==> config.mk <==
export PLATFORM = sky130hd
export DESIGN_NAME = wcm_mod_cell
export DESIGN_NICKNAME = d
export VERILOG_FILES = /design/src/rtl/core/wall_column_texel_mapper_defines.svh /design/src/rtl/core/wcm_pkg.sv /design/src/rtl/core/wcm_mod_cell.sv
export SDC_FILE = /design/constraint.sdc
export NUM_CORES = 1
export LEC_CHECK = 0
export ABC_AREA = 1
export BUFFER_PORTS_ARGS = -buffer_cell sky130_fd_sc_hd__clkbuf_2
export CAP_MARGIN = 10
export CORE_AREA = 2 2 126 128
export DETAILED_ROUTE_END_ITERATION = 7
export DIE_AREA = 0 0 128 130
export PLACE_DENSITY = 0.58
export SLEW_MARGIN = 20
export SYNTH_ARGS = -nofsm -noshare
export SYNTH_HDL_FRONTEND = slang
export SYNTH_SLANG_ARGS = --single-unit
==> constraint.sdc <==
create_clock -name clk -period 0.8 [get_ports clk]
set_clock_uncertainty 0.05 [all_clocks]
set_input_delay 0.08 -clock clk [delete_from_list [all_inputs] [get_ports clk]]
set_output_delay 0.08 -clock clk [all_outputs]
set_load 0.05 [all_outputs]
==> src/rtl/core/wall_column_texel_mapper_defines.svh <==
// assertion macros for the wall column texel mapper
`ifndef WALL_COLUMN_TEXEL_MAPPER_DEFINES_SVH
`define WALL_COLUMN_TEXEL_MAPPER_DEFINES_SVH
`ifndef SYNTH
`define WCM_ASSERT_NOW(lbl, ante, cons, msg) \
    lbl: assert property (@(posedge clk) disable iff (!rst_n) (ante) |-> (cons)) else $error(msg);
`define WCM_ASSERT_LAT(lbl, ante, cons, msg) \
    lbl: assert property (@(posedge clk) disable iff (!rst_n) (ante) |-> ##PIPE_LAT (cons)) \
    else $error(msg);
`else
`define WCM_ASSERT_NOW(lbl, ante, cons, msg)
`define WCM_ASSERT_LAT(lbl, ante, cons, msg)
`endif
`endif

==> src/rtl/core/wcm_pkg.sv <==
// shared types and constants of the wall column texel mapper
package wcm_pkg;

    localparam int COORD_FRAC_BITS  = 8;
    localparam int TEXTURE_DIM_BITS = 12;
    localparam int MOD_STEPS        = 16;
    localparam int DIV_STEPS        = 12;
    localparam int PIPE_LAT         = MOD_STEPS + DIV_STEPS + 4;

    localparam logic [2:0] CFG_TILE_SIZE     = 3'd0;
    localparam logic [2:0] CFG_WINDOW_HEIGHT = 3'd1;
    localparam logic [2:0] CFG_WINDOW_WIDTH  = 3'd2;
    localparam logic [2:0] CFG_TEX_WIDTHS    = 3'd3;
    localparam logic [2:0] CFG_TEX_HEIGHTS   = 3'd4;

    localparam logic [2:0] SIDE_1 = 3'd1;
    localparam logic [2:0] SIDE_2 = 3'd2;
    localparam logic [2:0] SIDE_3 = 3'd3;
    localparam logic [2:0] SIDE_4 = 3'd4;

    // beat leaving the input stage
    typedef struct packed {
        logic        side_ok;
        logic [1:0]  tex_idx;
        logic        mirror;
        logic [10:0] tile;
        logic [11:0] tw;
        logic [11:0] th;
        logic [7:0]  hit_frac;
        logic [15:0] hit_int;
        logic        n2_neg;
        logic [24:0] n2_mag;
        logic [24:0] den_y;
        logic [11:0] row;
        logic [11:0] col;
        logic        pix_ok;
    } in_beat_t;

    // beat moving through the tile remainder cells
    typedef struct packed {
        logic        side_ok;
        logic [1:0]  tex_idx;
        logic        mirror;
        logic [10:0] tile;
        logic [11:0] tw;
        logic [11:0] th;
        logic [7:0]  hit_frac;
        logic [15:0] dvd;
        logic [10:0] rem;
        logic        n2_neg;
        logic [36:0] ny;
        logic [24:0] den_y;
        logic [11:0] row;
        logic [11:0] col;
        logic        pix_ok;
    } mod_beat_t;

    // beat moving through the divider cells
    typedef struct packed {
        logic        side_ok;
        logic [1:0]  tex_idx;
        logic [11:0] tw;
        logic [11:0] th;
        logic [18:0] tq;
        logic [18:0] rx;
        logic [11:0] bx;
        logic [11:0] qx;
        logic [24:0] den_y;
        logic [24:0] ry;
        logic [11:0] by;
        logic [11:0] qy;
        logic        y_ovf;
        logic        n2_neg;
        logic [11:0] row;
        logic [11:0] col;
        logic        pix_ok;
    } div_beat_t;

    // face code to texture number
    function automatic logic [1:0] tex_of_side(input logic [2:0] side);
        logic [1:0] idx;
        begin
            unique case (side)
                SIDE_2:  idx = 2'd2;
                SIDE_3:  idx = 2'd1;
                SIDE_4:  idx = 2'd3;
                default: idx = 2'd0;
            endcase
            return idx;
        end
    endfunction

endpackage

==> src/rtl/core/wcm_mod_cell.sv <==
// one restoring remainder step of the hit coordinate by the tile size
module wcm_mod_cell (
    input  logic               clk,
    input  logic               rst_n,
    input  logic               in_valid,
    input  wcm_pkg::mod_beat_t in_beat,
    output logic               out_valid,
    output wcm_pkg::mod_beat_t out_beat
);
    import wcm_pkg::*;

    logic      valid_reg;
    mod_beat_t beat_reg;
    mod_beat_t beat_next;
    logic [11:0] trial;

    // shift one dividend bit in, subtract the tile when it fits
    always_comb
    begin
        beat_next = in_beat;
        trial = {in_beat.rem, in_beat.dvd[15]};
        if (trial >= {1'b0, in_beat.tile})
        begin
            beat_next.rem = 11'(trial - {1'b0, in_beat.tile});
        end
        else
        begin
            beat_next.rem = trial[10:0];
        end
        beat_next.dvd = {in_beat.dvd[14:0], 1'b0};
    end

    // valid flag
    always_ff @(posedge clk or negedge rst_n)
    begin
        if (!rst_n)
        begin
            valid_reg <= 1'b0;
        end
        else
        begin
            valid_reg <= in_valid;
        end
    end

    // payload
    always_ff @(posedge clk)
    begin
        beat_reg <= beat_next;
    end

    assign out_valid = valid_reg;
    assign out_beat  = beat_reg;
endmodule

==> results_dict.tcl <==
set metrics [dict create \
    rsz0062_at_grt "true" \
    final_area_sq_um 11500 \
    timing.final.ws_setup_ns -0.303 \
    cpPeakStageDelay_ns 0.37 \
    drtIter0Drc 144 \
    clkTransAtPathRegs_ns 0.07 \
    critical_path_class "input port to register" \
    grt_pass1_vias 5024 \
    grt_max_degree 18 \
    status "complete, but fails checks" \
    die_h_um 130 \
    maxSlewViolCount 0 \
    wl_per_cell_um 19.5 \
    drive_above_1_share_pct 69.8 \
    synth_top_area_share_pct 76.6 \
    hold_violations 0 \
    maxCapViolCount 0 \
    grt_pass1_wl_mm 29.2 \
    p_per_area_nw_per_um2 2010 \
    crit_fanout 7 \
    critPathLaunchType "input port" \
    cts_tree "built" \
    place_hpwl_mm 10.6 \
    cts_buffer_depth 2 \
    nets 1054 \
    synth_top_area_cell "dfxtp_1" \
    dpl_cell_area_sq_um 6430 \
    vias 4485 \
    yosysUniqueCellTypes 29 \
    synthArstFlopShare_pct 0.617 \
    clkSinkCount 162 \
    dpl.cell_count 882 \
    fmax_mhz 907 \
    worstPathRequired_ns 1.09 \
    area_growth_pct 175 \
    core_area_sq_um 15400 \
    synthTopCellsByArea "dfxtp_1 77%, nand2_1 4.7%, ha_1 3.3%" \
    dieArea_sq_um 16600 \
    setup_viol 173 \
    ir_drop_uv 1460 \
    num_rows 46 \
    netlist_area_sq_um 4210 \
    synth_warnings 0 \
    violations "setup timing" \
    grt_antenna_before_repair 2 \
    min_period_ns 1.10 \
    postLayoutCoreUtil_pct 74.9 \
    fin_crit_sh_pct 138 \
    final_cells 1083 \
    drt-total-wl_mm 21.2 \
    io_buffers 326 \
    synth-seq-area-share_pct 77.2 \
    synth_seq_cells 162 \
    power_w 0.0232 \
    p_leak_nw 5.47 \
    synth.avg_cell_area_sq_um 12.8 \
    min_path_type "input port to register" \
    route.detailed.drc 0 \
    cts_inserted_buffers 17 \
    critPathSlowestCell "fa_2" \
    cts_max_level 4 \
    synth-edff-count 0 \
    ios 328 \
    via_per_inst 4.14 \
    synth_cells 328 \
    dr.pass1.iters 4 \
    synth_nets 505 \
    synth_ff_type "dfxtp_1" \
    cts-root-buf "clkbuf_16" \
    grt-ovfl-total 0 \
    antenna_left 0 \
    end_kind "register" \
    track_usage_pct 24.1 \
    worstPathArrival_ns 1.39 \
    path_cells "clkbuf_16 -> inv_12 -> ha_4 -> fa_2 -> nor2_4 -> nor2_4 -> nand2_2 -> nand2_4 -> nand3_4 -> nand2_2 -> o21ai_1" \
    place_congestion 0.824 \
    start_util_pct 27.3 \
    die_w_um 128 \
]
-- cells in the mapped netlist, types with 2 or more instances --
| cell | instances |
|---|---|
| nand3b_1 | 4 |
| a21oi_1 | 3 |
| nand3_1 | 15 |
| ha_1 | 11 |
| nand2_2 | 8 |
| inv_2 | 2 |
| dfxtp_1 | 161 |
| nand2_1 | 53 |
| inv_1 | 34 |
| xnor2_1 | 2 |
| nand3_2 | 6 |
| nor2_1 | 7 |
| nor2_4 | 4 |
| nand4_1 | 3 |
-- through the flow --
step	hold WS [ns]	setup TNS (ns)	setup slack (ns)
global placement	-0.187	-8.58	-0.801
CTS	0.00161	-45.46	-0.308
finish	0.0254	-41.99	-0.303
detailed placement	-0.190	-9.27	-0.861
global route	0.0394	-47.81	-0.337
floorplan	-0.266	-6.08	-0.568
-- cells in the final DEF (no fill, tap or decap), types with 6 or more instances in the layout --
cell,netlist,final
buf_8,0,72
nand2_2,8,16
ha_4,0,10
inv_1,34,31
nand3_1,15,8
nor2_1,7,6
clkbuf_16,0,106
clkbuf_2,0,163
nand2_1,53,45
dlygate4sd3_1,0,162
nand3_2,6,13
buf_4,1,42
dfxtp_2,0,161
-- timing repair --
action,4_1_cts,5_1_grt
endpoints found under the hold margin,161,0
pin swaps,14,7
cloned,1,0
resized for setup,570,104
hold buffers,162,0
buffers inserted,1,4
setup endpoints to repair,173,173
-- flip-flops by register name (all words and copies together) (netlist names) --
signal     flops
out_beat     161
out_valid      1
-- path summary, 6_finish.rpt --
path	startpoint	slack (ns)	cells after the start	endpoint
worst min-delay path	in_beat[96]	0.03	4	out_beat[97]
min in group asynchronous	rst_n	0.47	3	out_valid
worst max-delay path	in_beat[114]	-0.30	11	out_beat[88]
max in group asynchronous	rst_n	0.13	3	out_valid
-- metal layers --
metal	track usage (%)	up-vias	wire length, um
met5	0	-	10
met4	10.9	2	905
met3	7.50	50	1380
met2	46.8	214	11800
met1	23.2	2100	7030
li1	-	2119	-
-- power by group --
part           switching [W]  total [W]  internal [W]
clock network        0.00376    0.00792       0.00416
registers           0.000409    0.00910       0.00869
logic                0.00304    0.00619       0.00315
-- worst max-delay path, delay by kind of cell --
family | cells | cell delay, ns
adders and majority gates | 2 | 0.52
and+or+nand+nor | 6 | 0.57
AOI/OAI and AO/OA | 1 | 0.08
buffers and inverters | 2 | 0.15
-- final cells by class --
cell class	instances	area, sq um
tap	192	240
clock buffer	18	429
fill	877	3880
clock inverter	14	144
multi-input combinational	128	995
antenna	1	2.50
timing repair buffer	532	6140
sequential	162	3450
inverter	36	148
-- cells by family after synthesis --
group / synth area share (%)
AOI/OAI and AO/OA: 1.07
other: 0.0891
xor gates and xnor gates: 0.625
adders and majority gates: 3.75
buffers and inverters: 4.13
and+or+nand+nor: 13.1
DFF: 77.2
Note: power is estimated with default switching activity, not from simulation.
