### src/rtl/core/wall_column_texel_mapper_defines.svh
// assertion macros for the wall column texel mapper
`ifndef WALL_COLUMN_TEXEL_MAPPER_DEFINES_SVH
`define WALL_COLUMN_TEXEL_MAPPER_DEFINES_SVH
`ifndef SYNTH
`define WCM_ASSERT_NOW(lbl, ante, cons, msg) \
    lbl: assert property (@(posedge clk) disable iff (!rst_n) (ante) |-> (cons)) else $error(msg);
`define WCM_ASSERT_LAT(lbl, ante, cons, msg) \
    lbl: assert property (@(posedge clk) disable iff (!rst_n) (ante) |-> ##PIPE_LAT (cons)) \
    else $error(msg);
`else
`define WCM_ASSERT_NOW(lbl, ante, cons, msg)
`define WCM_ASSERT_LAT(lbl, ante, cons, msg)
`endif
`endif

### src/rtl/core/wcm_pkg.sv
// shared types and constants of the wall column texel mapper
package wcm_pkg;

    localparam int COORD_FRAC_BITS  = 8;
    localparam int TEXTURE_DIM_BITS = 12;
    localparam int MOD_STEPS        = 16;
    localparam int DIV_STEPS        = 12;
    localparam int PIPE_LAT         = MOD_STEPS + DIV_STEPS + 4;

    localparam logic [2:0] CFG_TILE_SIZE     = 3'd0;
    localparam logic [2:0] CFG_WINDOW_HEIGHT = 3'd1;
    localparam logic [2:0] CFG_WINDOW_WIDTH  = 3'd2;
    localparam logic [2:0] CFG_TEX_WIDTHS    = 3'd3;
    localparam logic [2:0] CFG_TEX_HEIGHTS   = 3'd4;

    localparam logic [2:0] SIDE_1 = 3'd1;
    localparam logic [2:0] SIDE_2 = 3'd2;
    localparam logic [2:0] SIDE_3 = 3'd3;
    localparam logic [2:0] SIDE_4 = 3'd4;

    // beat leaving the input stage
    typedef struct packed {
        logic        side_ok;
        logic [1:0]  tex_idx;
        logic        mirror;
        logic [10:0] tile;
        logic [11:0] tw;
        logic [11:0] th;
        logic [7:0]  hit_frac;
        logic [15:0] hit_int;
        logic        n2_neg;
        logic [24:0] n2_mag;
        logic [24:0] den_y;
        logic [11:0] row;
        logic [11:0] col;
        logic        pix_ok;
    } in_beat_t;

    // beat moving through the tile remainder cells
    typedef struct packed {
        logic        side_ok;
        logic [1:0]  tex_idx;
        logic        mirror;
        logic [10:0] tile;
        logic [11:0] tw;
        logic [11:0] th;
        logic [7:0]  hit_frac;
        logic [15:0] dvd;
        logic [10:0] rem;
        logic        n2_neg;
        logic [36:0] ny;
        logic [24:0] den_y;
        logic [11:0] row;
        logic [11:0] col;
        logic        pix_ok;
    } mod_beat_t;

    // beat moving through the divider cells
    typedef struct packed {
        logic        side_ok;
        logic [1:0]  tex_idx;
        logic [11:0] tw;
        logic [11:0] th;
        logic [18:0] tq;
        logic [18:0] rx;
        logic [11:0] bx;
        logic [11:0] qx;
        logic [24:0] den_y;
        logic [24:0] ry;
        logic [11:0] by;
        logic [11:0] qy;
        logic        y_ovf;
        logic        n2_neg;
        logic [11:0] row;
        logic [11:0] col;
        logic        pix_ok;
    } div_beat_t;

    // face code to texture number
    function automatic logic [1:0] tex_of_side(input logic [2:0] side);
        logic [1:0] idx;
        begin
            unique case (side)
                SIDE_2:  idx = 2'd2;
                SIDE_3:  idx = 2'd1;
                SIDE_4:  idx = 2'd3;
                default: idx = 2'd0;
            endcase
            return idx;
        end
    endfunction

endpackage

### src/rtl/core/wcm_div_cell.sv
// one restoring quotient step for both texel coordinates
module wcm_div_cell (
    input  logic               clk,
    input  logic               rst_n,
    input  logic               in_valid,
    input  wcm_pkg::div_beat_t in_beat,
    output logic               out_valid,
    output wcm_pkg::div_beat_t out_beat
);
    import wcm_pkg::*;

    logic      valid_reg;
    div_beat_t beat_reg;
    div_beat_t beat_next;
    logic [19:0] trial_x;
    logic [25:0] trial_y;
    logic        bit_x;
    logic        bit_y;

    always_comb
    begin
        beat_next = in_beat;
        // column quotient bit
        trial_x = {in_beat.rx, in_beat.bx[11]};
        bit_x = (trial_x >= {1'b0, in_beat.tq});
        if (bit_x)
        begin
            beat_next.rx = 19'(trial_x - {1'b0, in_beat.tq});
        end
        else
        begin
            beat_next.rx = trial_x[18:0];
        end
        beat_next.bx = {in_beat.bx[10:0], 1'b0};
        beat_next.qx = {in_beat.qx[10:0], bit_x};
        // row quotient bit
        trial_y = {in_beat.ry, in_beat.by[11]};
        bit_y = (trial_y >= {1'b0, in_beat.den_y});
        if (bit_y)
        begin
            beat_next.ry = 25'(trial_y - {1'b0, in_beat.den_y});
        end
        else
        begin
            beat_next.ry = trial_y[24:0];
        end
        beat_next.by = {in_beat.by[10:0], 1'b0};
        beat_next.qy = {in_beat.qy[10:0], bit_y};
    end

    // valid flag
    always_ff @(posedge clk or negedge rst_n)
    begin
        if (!rst_n)
        begin
            valid_reg <= 1'b0;
        end
        else
        begin
            valid_reg <= in_valid;
        end
    end

    // payload
    always_ff @(posedge clk)
    begin
        beat_reg <= beat_next;
    end

    assign out_valid = valid_reg;
    assign out_beat  = beat_reg;
endmodule

### config.mk
export PLATFORM = sky130hd
export DESIGN_NAME = wcm_div_cell
export DESIGN_NICKNAME = d
export VERILOG_FILES = /design/src/rtl/core/wall_column_texel_mapper_defines.svh /design/src/rtl/core/wcm_pkg.sv /design/src/rtl/core/wcm_div_cell.sv
export SDC_FILE = /design/constraint.sdc
export NUM_CORES = 1
export LEC_CHECK = 0
export ABC_AREA = 0
export BUFFER_PORTS_ARGS = -buffer_cell sky130_fd_sc_hd__buf_4
export CAP_MARGIN = 10
export CELL_PAD_IN_SITES_DETAIL_PLACEMENT = 2
export CELL_PAD_IN_SITES_GLOBAL_PLACEMENT = 2
export CORE_UTILIZATION = 23
export DETAILED_ROUTE_END_ITERATION = 10
export HOLD_SLACK_MARGIN = 0.12
export PLACE_DENSITY_LB_ADDON = 0.1
export SLEW_MARGIN = 20
export SYNTH_ARGS = -nofsm -noshare
export SYNTH_HDL_FRONTEND = slang
export SYNTH_SLANG_ARGS = --single-unit
### constraint.sdc
create_clock -name clk -period 0.8 [get_ports clk]
set_input_delay 0.04 -clock clk [delete_from_list [all_inputs] [get_ports clk]]
set_output_delay 0.04 -clock clk [all_outputs]
set_load 0.05 [all_outputs]
==> impl_metrics.prom, run 1 <==
# TYPE chip_impl_metric gauge
chip_impl_metric{name="power-per-cell-area",unit="nW/µm²"} 2050
chip_impl_metric{name="worst_path_largest_cell_delay",unit="ps"} 600
chip_impl_metric{name="postSynthAreaPerCell",unit="µm²"} 10.7
chip_impl_metric{name="worst-endpoint-required",unit="ps"} 1150
chip_impl_metric{name="post_drt_wl_per_cell",unit="µm"} 33.0
chip_impl_metric{name="floorplan.initialDensity",unit="%"} 23.4
chip_impl_metric{name="drv_slew",unit=""} 0
chip_impl_metric{name="seq_area_frac_synth",unit="%"} 53.1
chip_impl_metric{name="coreArea",unit="µm²"} 30500
chip_impl_metric{name="post_synth_num_cell_types",unit=""} 75
chip_impl_metric{name="syn-cell-area",unit="µm²"} 7130
chip_impl_metric{name="grt_pass1_vias",unit=""} 10000
chip_impl_metric{name="layout_min_cycle_time",unit="ps"} 2030
chip_impl_metric{name="cp_max_fo",unit=""} 7
chip_impl_info{name="cts_root_buffer",value="sky130_fd_sc_hd__clkbuf_16"} 1
chip_impl_metric{name="syn-instance-count",unit=""} 669
chip_impl_metric{name="place_congestion",unit=""} 0.772
chip_impl_metric{name="count_of_fill_cells_added_during_filler_insertion",unit=""} 2850
chip_impl_metric{name="gr-total-overflow",unit=""} 0
chip_impl_metric{name="hold_viol_final",unit=""} 4
chip_impl_info{name="tritoncts",value="yes"} 1
chip_impl_metric{name="core.rowCount",unit=""} 64
chip_impl_metric{name="max_slew.worst_pin.slew",unit="ps"} 756
chip_impl_info{name="hp-class",value="input pin to flip-flop"} 1
chip_impl_metric{name="grt_max_degree",unit=""} 19
chip_impl_metric{name="timing.final.setup_violations",unit=""} 235
chip_impl_metric{name="port-buffer-count",unit=""} 379
chip_impl_metric{name="numCtsBuffers",unit=""} 17
chip_impl_metric{name="fp.dieArea",unit="µm²"} 31700
chip_impl_info{name="dominantRegCellSynth",value="sky130_fd_sc_hd__dfxtp_1"} 1
chip_impl_metric{name="vias_per_cell",unit=""} 5.02
chip_impl_metric{name="clkSinkCount",unit=""} 189
chip_impl_metric{name="ys_seq_elements",unit=""} 189
chip_impl_info{name="synth_commonest_cells",value="sky130_fd_sc_hd__dfxtp_1 (188), sky130_fd_sc_hd__inv_1 (51), sky130_fd_sc_hd__a21oi_1 (45)"} 1
chip_impl_info{name="failed_checks",value="hold timing, setup timing"} 1
chip_impl_info{name="worst_hold_path.endpoint",value="out_beat[144]"} 1
chip_impl_info{name="timing.critical_path.mode_cell",value="sky130_fd_sc_hd__buf_4"} 1
chip_impl_metric{name="dp_worst_slack",unit="ps"} -1640
chip_impl_metric{name="place_hpwl",unit="µm"} 26800
chip_impl_metric{name="multi_input_area",unit="µm²"} 3970
chip_impl_metric{name="drive_gt1_share",unit="%"} 65.4
chip_impl_metric{name="syn_to_final_growth",unit="%"} 141
chip_impl_metric{name="antenna_violating_nets_remaining",unit=""} 0
chip_impl_metric{name="clock_tree.htree_level_count",unit=""} 4
chip_impl_info{name="crit_chain",value="buf_4 -> inv_1 -> ha_4 -> nand2_2 -> buf_4 -> o21a_1 -> o21ai_0 -> o31ai_1 -> xnor2_1 -> mux2_4"} 1
chip_impl_metric{name="drc_errors",unit=""} 0
chip_impl_metric{name="synth_top_area_share",unit="%"} 52.8
chip_impl_metric{name="final-seq-area",unit="µm²"} 4040
chip_impl_info{name="synth.most_common_cell",value="sky130_fd_sc_hd__dfxtp_1"} 1
chip_impl_metric{name="placed_cells_incl_taps",unit=""} 1597
chip_impl_metric{name="finalHoldWorstSlack",unit="ps"} -326
chip_impl_metric{name="worst_ep_arrival_time",unit="ps"} 2380
chip_impl_info{name="yosysTopAreaCell",value="sky130_fd_sc_hd__dfxtp_1"} 1
chip_impl_metric{name="worst_slew_margin_rel",unit="%"} 49.1
chip_impl_metric{name="wire_length_of_the_first_global_routing_pass",unit="µm"} 69800
chip_impl_metric{name="ioPinCount",unit=""} 384
chip_impl_info{name="status",value="complete, but fails checks"} 1
chip_impl_info{name="setup.worst_path.start",value="in_beat[85]"} 1
chip_impl_metric{name="drt_pre_antenna_iters",unit=""} 5
chip_impl_info{name="setup.worst_path.class",value="input pin to flip-flop"} 1
chip_impl_info{name="timing.critical_path.to_type",value="flip-flop"} 1
chip_impl_metric{name="clockBufferDepth",unit=""} 2
chip_impl_metric{name="clock_transition_at_path_regs",unit="ps"} 80
chip_impl_metric{name="total_leakage_power",unit="nW"} 7.71
chip_impl_info{name="crit_path_max_delay_cell_type",value="sky130_fd_sc_hd__o21ai_0"} 1
chip_impl_metric{name="path_buf_inv",unit=""} 3
chip_impl_metric{name="stdcell_count",unit=""} 1856
chip_impl_metric{name="synth_edf_count",unit=""} 0
chip_impl_metric{name="drv_cap",unit=""} 0
chip_impl_metric{name="grt_antenna_before_repair",unit=""} 10
chip_impl_metric{name="post-route-period-util",unit="%"} 253
chip_impl_info{name="grt_setup_unrepaired",value="yes"} 1
chip_impl_metric{name="vdd_ir_drop_max",unit="µV"} 1610
chip_impl_metric{name="async_reset_ff_share",unit="%"} 0.529
chip_impl_metric{name="fin_ws",unit="ps"} -1230
chip_impl_info{name="synth.area.top_cells",value="sky130_fd_sc_hd__dfxtp_1 (53%), sky130_fd_sc_hd__ha_1 (7.7%), sky130_fd_sc_hd__a21oi_1 (3.2%), sky130_fd_sc_hd__mux2_4 (2.9%), sky130_fd_sc_hd__inv_1 (2.7%)"} 1
chip_impl_metric{name="chipWidth",unit="µm"} 178
chip_impl_metric{name="die_y",unit="µm"} 178
chip_impl_info{name="kind_of_cell_adding_the_most_delay_to_the_critical_path",value="compound AO/OA/AOI/OAI gates"} 1
chip_impl_metric{name="routed_wirelength",unit="µm"} 61300
chip_impl_info{name="crit_path_start_kind",value="input pin"} 1
chip_impl_metric{name="detail_route.iter0.violations",unit=""} 471
chip_impl_metric{name="fmax",unit="MHz"} 493
chip_impl_metric{name="final_stage_net_count",unit=""} 1676
chip_impl_info{name="holdCritStartpoint",value="in_beat[144]"} 1
chip_impl_metric{name="vias",unit=""} 9313
chip_impl_metric{name="hold_depth",unit=""} 1
chip_impl_metric{name="ys_warn_count",unit=""} 0
chip_impl_metric{name="all_layer_gr_usage",unit="%"} 30.4
==> metal layers <==
layer / wire [µm] / track usage [%] / vias to the layer above
met5: 0 / 0 / -
met4: 4380 / 12.6 / 0
met3: 3730 / 7.12 / 207
met2: 31400 / 57.0 / 508
met1: 21700 / 32.1 / 4679
li1: - / - / 3919
==> what timing repair did <==
| item | 4_1_cts | 5_1_grt |
|---|---|---|
| buffers inserted | 23 | 12 |
| endpoints found under the hold margin | 189 | 8 |
| resized for setup | 627 | 123 |
| setup endpoints to repair | 235 | 235 |
| hold buffers | 182 | 4 |
| cloned | 2 | 0 |
| pin swaps | 28 | 22 |
==> registers in the layout (all words and copies together), names as in the netlist <==
| signal | flops |
|---|---|
| out_beat | 188 |
| out_valid | 1 |
==> cell families (layout without fill, tap and decap cells) <==
logic type / after synthesis / after routing / share of synthesized area [%]
DFF: 189 / 189 / 53.1
AOI/OAI and AO/OA: 169 / 169 / 16.3
and+or+nand+nor: 150 / 150 / 11.0
buffers and inverters: 69 / 849 / 4.14
adders and majority gates: 46 / 46 / 8.28
muxes: 25 / 25 / 4.67
xor gates and xnor gates: 20 / 20 / 2.46
other: 1 / 12 / 0.0526
==> how the worst max path moves through the flow <==
stage                    end  slack (ps)  depth (start not counted)
2_1_floorplan   out_beat[60]       -1300                         12
3_3_place_gp    out_beat[63]       -1550                         13
3_5_place_dp   out_beat[139]       -1640                         11
4_1_cts         out_beat[52]       -1010                         13
5_1_grt         out_beat[67]       -1230                         10
6_report        out_beat[67]       -1230                         10
==> power breakdown <==
group	switching (W)	internal (W)
Sequential	0.000806	0.0105
Clock	0.00495	0.00516
Combinational	0.00757	0.00629
Total	0.0133	0.0219
==> layout make-up <==
class / count / area share (%)
diodes: 10 / 0.146
clock buffers: 19 / 2.58
clock inverters: 13 / 1.13
inverters: 53 / 1.38
multi-input cells: 412 / 23.1
flip-flops and latches: 189 / 23.5
well taps: 396 / 2.89
repair buffers: 763 / 45.2
repair inverters: 1 / 0.0510
==> metrics by stage <==
stage	total power [W]	cell area [µm²]	utilization, %	setup TNS [ps]
2_1_floorplan	0.0162	7320	-	-50740
3_3_place_gp	0.0201	11800	38.7	-64460
3_5_place_dp	0.0203	11800	38.7	-67300
4_1_cts	0.0327	16500	54.1	-77460
5_1_grt	0.0360	17200	56.2	-94360
6_report	0.0352	17200	56.2	-90210
==> cell usage in the layout, fill, tap and decap left out, drive strengths merged, types with 17 or more instances in the layout <==
cell and instances:
buf 577, a21oi 47, nor2 23, nand2 33
clkbuf 19, dlygate4sd3 186, o21a 17, dfxtp 188
mux2 24, o21ai 29, ha 44, nand3 25
inv 60
Note: power is estimated with default switching activity, not from simulation.
==> run 2: changes to the inputs <==
--- a/config.mk
+++ b/config.mk
@@ -14,6 +14,7 @@
 export DETAILED_ROUTE_END_ITERATION = 10
 export HOLD_SLACK_MARGIN = 0.12
 export PLACE_DENSITY_LB_ADDON = 0.1
+export SETUP_SLACK_MARGIN = 0.3
 export SLEW_MARGIN = 20
 export SYNTH_ARGS = -nofsm -noshare
 export SYNTH_HDL_FRONTEND = slang
==> impl_metrics.prom, run 2 (same netlist as run 1, synthesis figures left out) <==
# TYPE chip_impl_metric gauge
chip_impl_metric{name="post-route-period-util",unit="%"} 254
chip_impl_metric{name="fin_ws",unit="ps"} -1230
chip_impl_metric{name="floorplan.initialDensity",unit="%"} 23.4
chip_impl_metric{name="syn_to_final_growth",unit="%"} 135
chip_impl_metric{name="antenna_violating_nets_remaining",unit=""} 0
chip_impl_metric{name="hold_viol_final",unit=""} 42
chip_impl_metric{name="finalHoldWorstSlack",unit="ps"} -323
chip_impl_metric{name="worst_slew_margin_rel",unit="%"} 56.7
chip_impl_metric{name="vias_per_cell",unit=""} 4.75
chip_impl_info{name="tritoncts",value="yes"} 1
chip_impl_metric{name="drc_errors",unit=""} 0
chip_impl_metric{name="detail_route.iter0.violations",unit=""} 335
chip_impl_metric{name="vdd_ir_drop_max",unit="µV"} 1240
chip_impl_metric{name="worst-endpoint-required",unit="ps"} 1140
chip_impl_metric{name="place_congestion",unit=""} 0.789
chip_impl_metric{name="clock_transition_at_path_regs",unit="ps"} 80
chip_impl_metric{name="grt_antenna_before_repair",unit=""} 5
chip_impl_info{name="failed_checks",value="hold timing, setup timing"} 1
chip_impl_metric{name="dp_worst_slack",unit="ps"} -1590
chip_impl_info{name="hp-class",value="input pin to flip-flop"} 1
chip_impl_info{name="timing.critical_path.to_type",value="flip-flop"} 1
chip_impl_metric{name="wire_length_of_the_first_global_routing_pass",unit="µm"} 65300
chip_impl_metric{name="grt_max_degree",unit=""} 21
chip_impl_metric{name="worst_ep_arrival_time",unit="ps"} 2370
chip_impl_metric{name="chipWidth",unit="µm"} 178
chip_impl_metric{name="final_stage_net_count",unit=""} 1651
chip_impl_info{name="crit_path_start_kind",value="input pin"} 1
chip_impl_metric{name="clockBufferDepth",unit=""} 2
chip_impl_metric{name="total_leakage_power",unit="nW"} 7.57
chip_impl_metric{name="drt_pre_antenna_iters",unit=""} 4
chip_impl_info{name="status",value="complete, but fails checks"} 1
chip_impl_metric{name="vias",unit=""} 8662
chip_impl_metric{name="drv_cap",unit=""} 0
chip_impl_metric{name="routed_wirelength",unit="µm"} 53500
chip_impl_metric{name="clkSinkCount",unit=""} 189
chip_impl_metric{name="setup_total_negative_slack",unit="ps"} -83810
chip_impl_metric{name="power-per-cell-area",unit="nW/µm²"} 2020
chip_impl_metric{name="postCtsHoldBufs",unit=""} 146
chip_impl_metric{name="coreArea",unit="µm²"} 30500
chip_impl_metric{name="fmax",unit="MHz"} 492
chip_impl_info{name="mostFrequentLayoutCell",value="sky130_fd_sc_hd__buf_4"} 1
chip_impl_metric{name="numCtsBuffers",unit=""} 17
chip_impl_metric{name="core.rowCount",unit=""} 64
chip_impl_metric{name="clock_tree.htree_level_count",unit=""} 4
chip_impl_metric{name="hold_depth",unit=""} 1
chip_impl_metric{name="ioPinCount",unit=""} 384
chip_impl_metric{name="grt_pass1_vias",unit=""} 9563
chip_impl_metric{name="layout_min_cycle_time",unit="ps"} 2030
chip_impl_metric{name="post_drt_wl_per_cell",unit="µm"} 29.3
chip_impl_metric{name="die_y",unit="µm"} 178
chip_impl_info{name="setup.worst_path.class",value="input pin to flip-flop"} 1
chip_impl_metric{name="gr-total-overflow",unit=""} 0
chip_impl_info{name="grt_setup_unrepaired",value="yes"} 1
chip_impl_metric{name="report.power.total",unit="W"} 0.0338
chip_impl_metric{name="drive_gt1_share",unit="%"} 67.7
chip_impl_metric{name="stdcell_count",unit=""} 1825
chip_impl_metric{name="place_hpwl",unit="µm"} 27400
chip_impl_metric{name="max_slew.worst_pin.slew",unit="ps"} 643
chip_impl_metric{name="cp_max_fo",unit=""} 5
chip_impl_metric{name="drv_slew",unit=""} 0
chip_impl_info{name="final_cell_mix",value="sky130_fd_sc_hd__buf_4 (371), sky130_fd_sc_hd__dfxtp_2 (185), sky130_fd_sc_hd__buf_8 (182), sky130_fd_sc_hd__dlygate4sd3_1 (144), sky130_fd_sc_hd__inv_1 (38)"} 1
chip_impl_info{name="cts_root_buffer",value="sky130_fd_sc_hd__clkbuf_16"} 1
chip_impl_metric{name="fp.dieArea",unit="µm²"} 31700
chip_impl_metric{name="port-buffer-count",unit=""} 379
chip_impl_metric{name="largest_reg_flops",unit=""} 188
chip_impl_metric{name="timing.final.setup_violations",unit=""} 235
chip_impl_metric{name="placed_cells_incl_taps",unit=""} 1605
chip_impl_metric{name="all_layer_gr_usage",unit="%"} 28.4
chip_impl_metric{name="final_util",unit="%"} 54.9
[run 2: area by class of cell]
cell class              instances  area, µm²
diodes                          4       10.0
clock buffers                  18        429
clock inverters                14        168
fillers                      2877      13800
inverters                      53        239
multi-input cells             412       3890
flip-flops and latches        189       4030
well taps                     396        495
repair buffers                738       7480
repair inverters                1       8.76
[run 2: metal layers]
layer,up-vias,track usage [%],share of wire (%)
li1,3865,-,-
met1,4345,31.6,37
met2,343,52.7,52
met3,107,6.01,5.6
met4,2,10.0,4.5
met5,-,0,0.024
[run 2: worst paths after layout]
check | from | end | slack, ps
max | in_beat[50] | out_beat[71] | -1230
min | in_beat[144] | out_beat[144] | -320
max in group asynchronous | rst_n | out_valid | 770
min in group asynchronous | rst_n | out_valid | -60
[run 2: metrics by stage]
step | hold slack, ps | cell area [µm²]
floorplan | -256 | 7550
global placement | -185 | 12100
detailed placement | -182 | 12100
CTS | -335 | 16100
global route | -335 | 16800
finish | -323 | 16800
[run 2: report_power, final]
| part | internal (W) | switching (W) | total (W) |
|---|---|---|---|
| Clock | 0.00425 | 0.00506 | 0.00931 |
| Combinational | 0.00619 | 0.00708 | 0.0133 |
| Sequential | 0.0105 | 0.000743 | 0.0112 |
| Total | 0.0209 | 0.0129 | 0.0338 |
[run 2: repair_timing]
item                       in CTS  in global routing
setup buffers                  21                 15
cloned                          2                  0
pin swaps                      32                 21
setup endpoints to repair     235                237
resized for setup             435                121
hold endpoints to repair      188                 45
[run 2: worst max-delay path, cell delays in order]
cell,delay [ps]
sky130_fd_sc_hd__buf_12,110
sky130_fd_sc_hd__inv_12,40
sky130_fd_sc_hd__ha_4,130
sky130_fd_sc_hd__inv_2,50
sky130_fd_sc_hd__fa_2,370
sky130_fd_sc_hd__a21o_1,210
sky130_fd_sc_hd__a31o_4,240
sky130_fd_sc_hd__a21o_1,180
sky130_fd_sc_hd__buf_4,140
sky130_fd_sc_hd__buf_4,140
sky130_fd_sc_hd__o21ai_4,220
sky130_fd_sc_hd__buf_6,190
sky130_fd_sc_hd__nand3_1,180
sky130_fd_sc_hd__o41ai_2,110
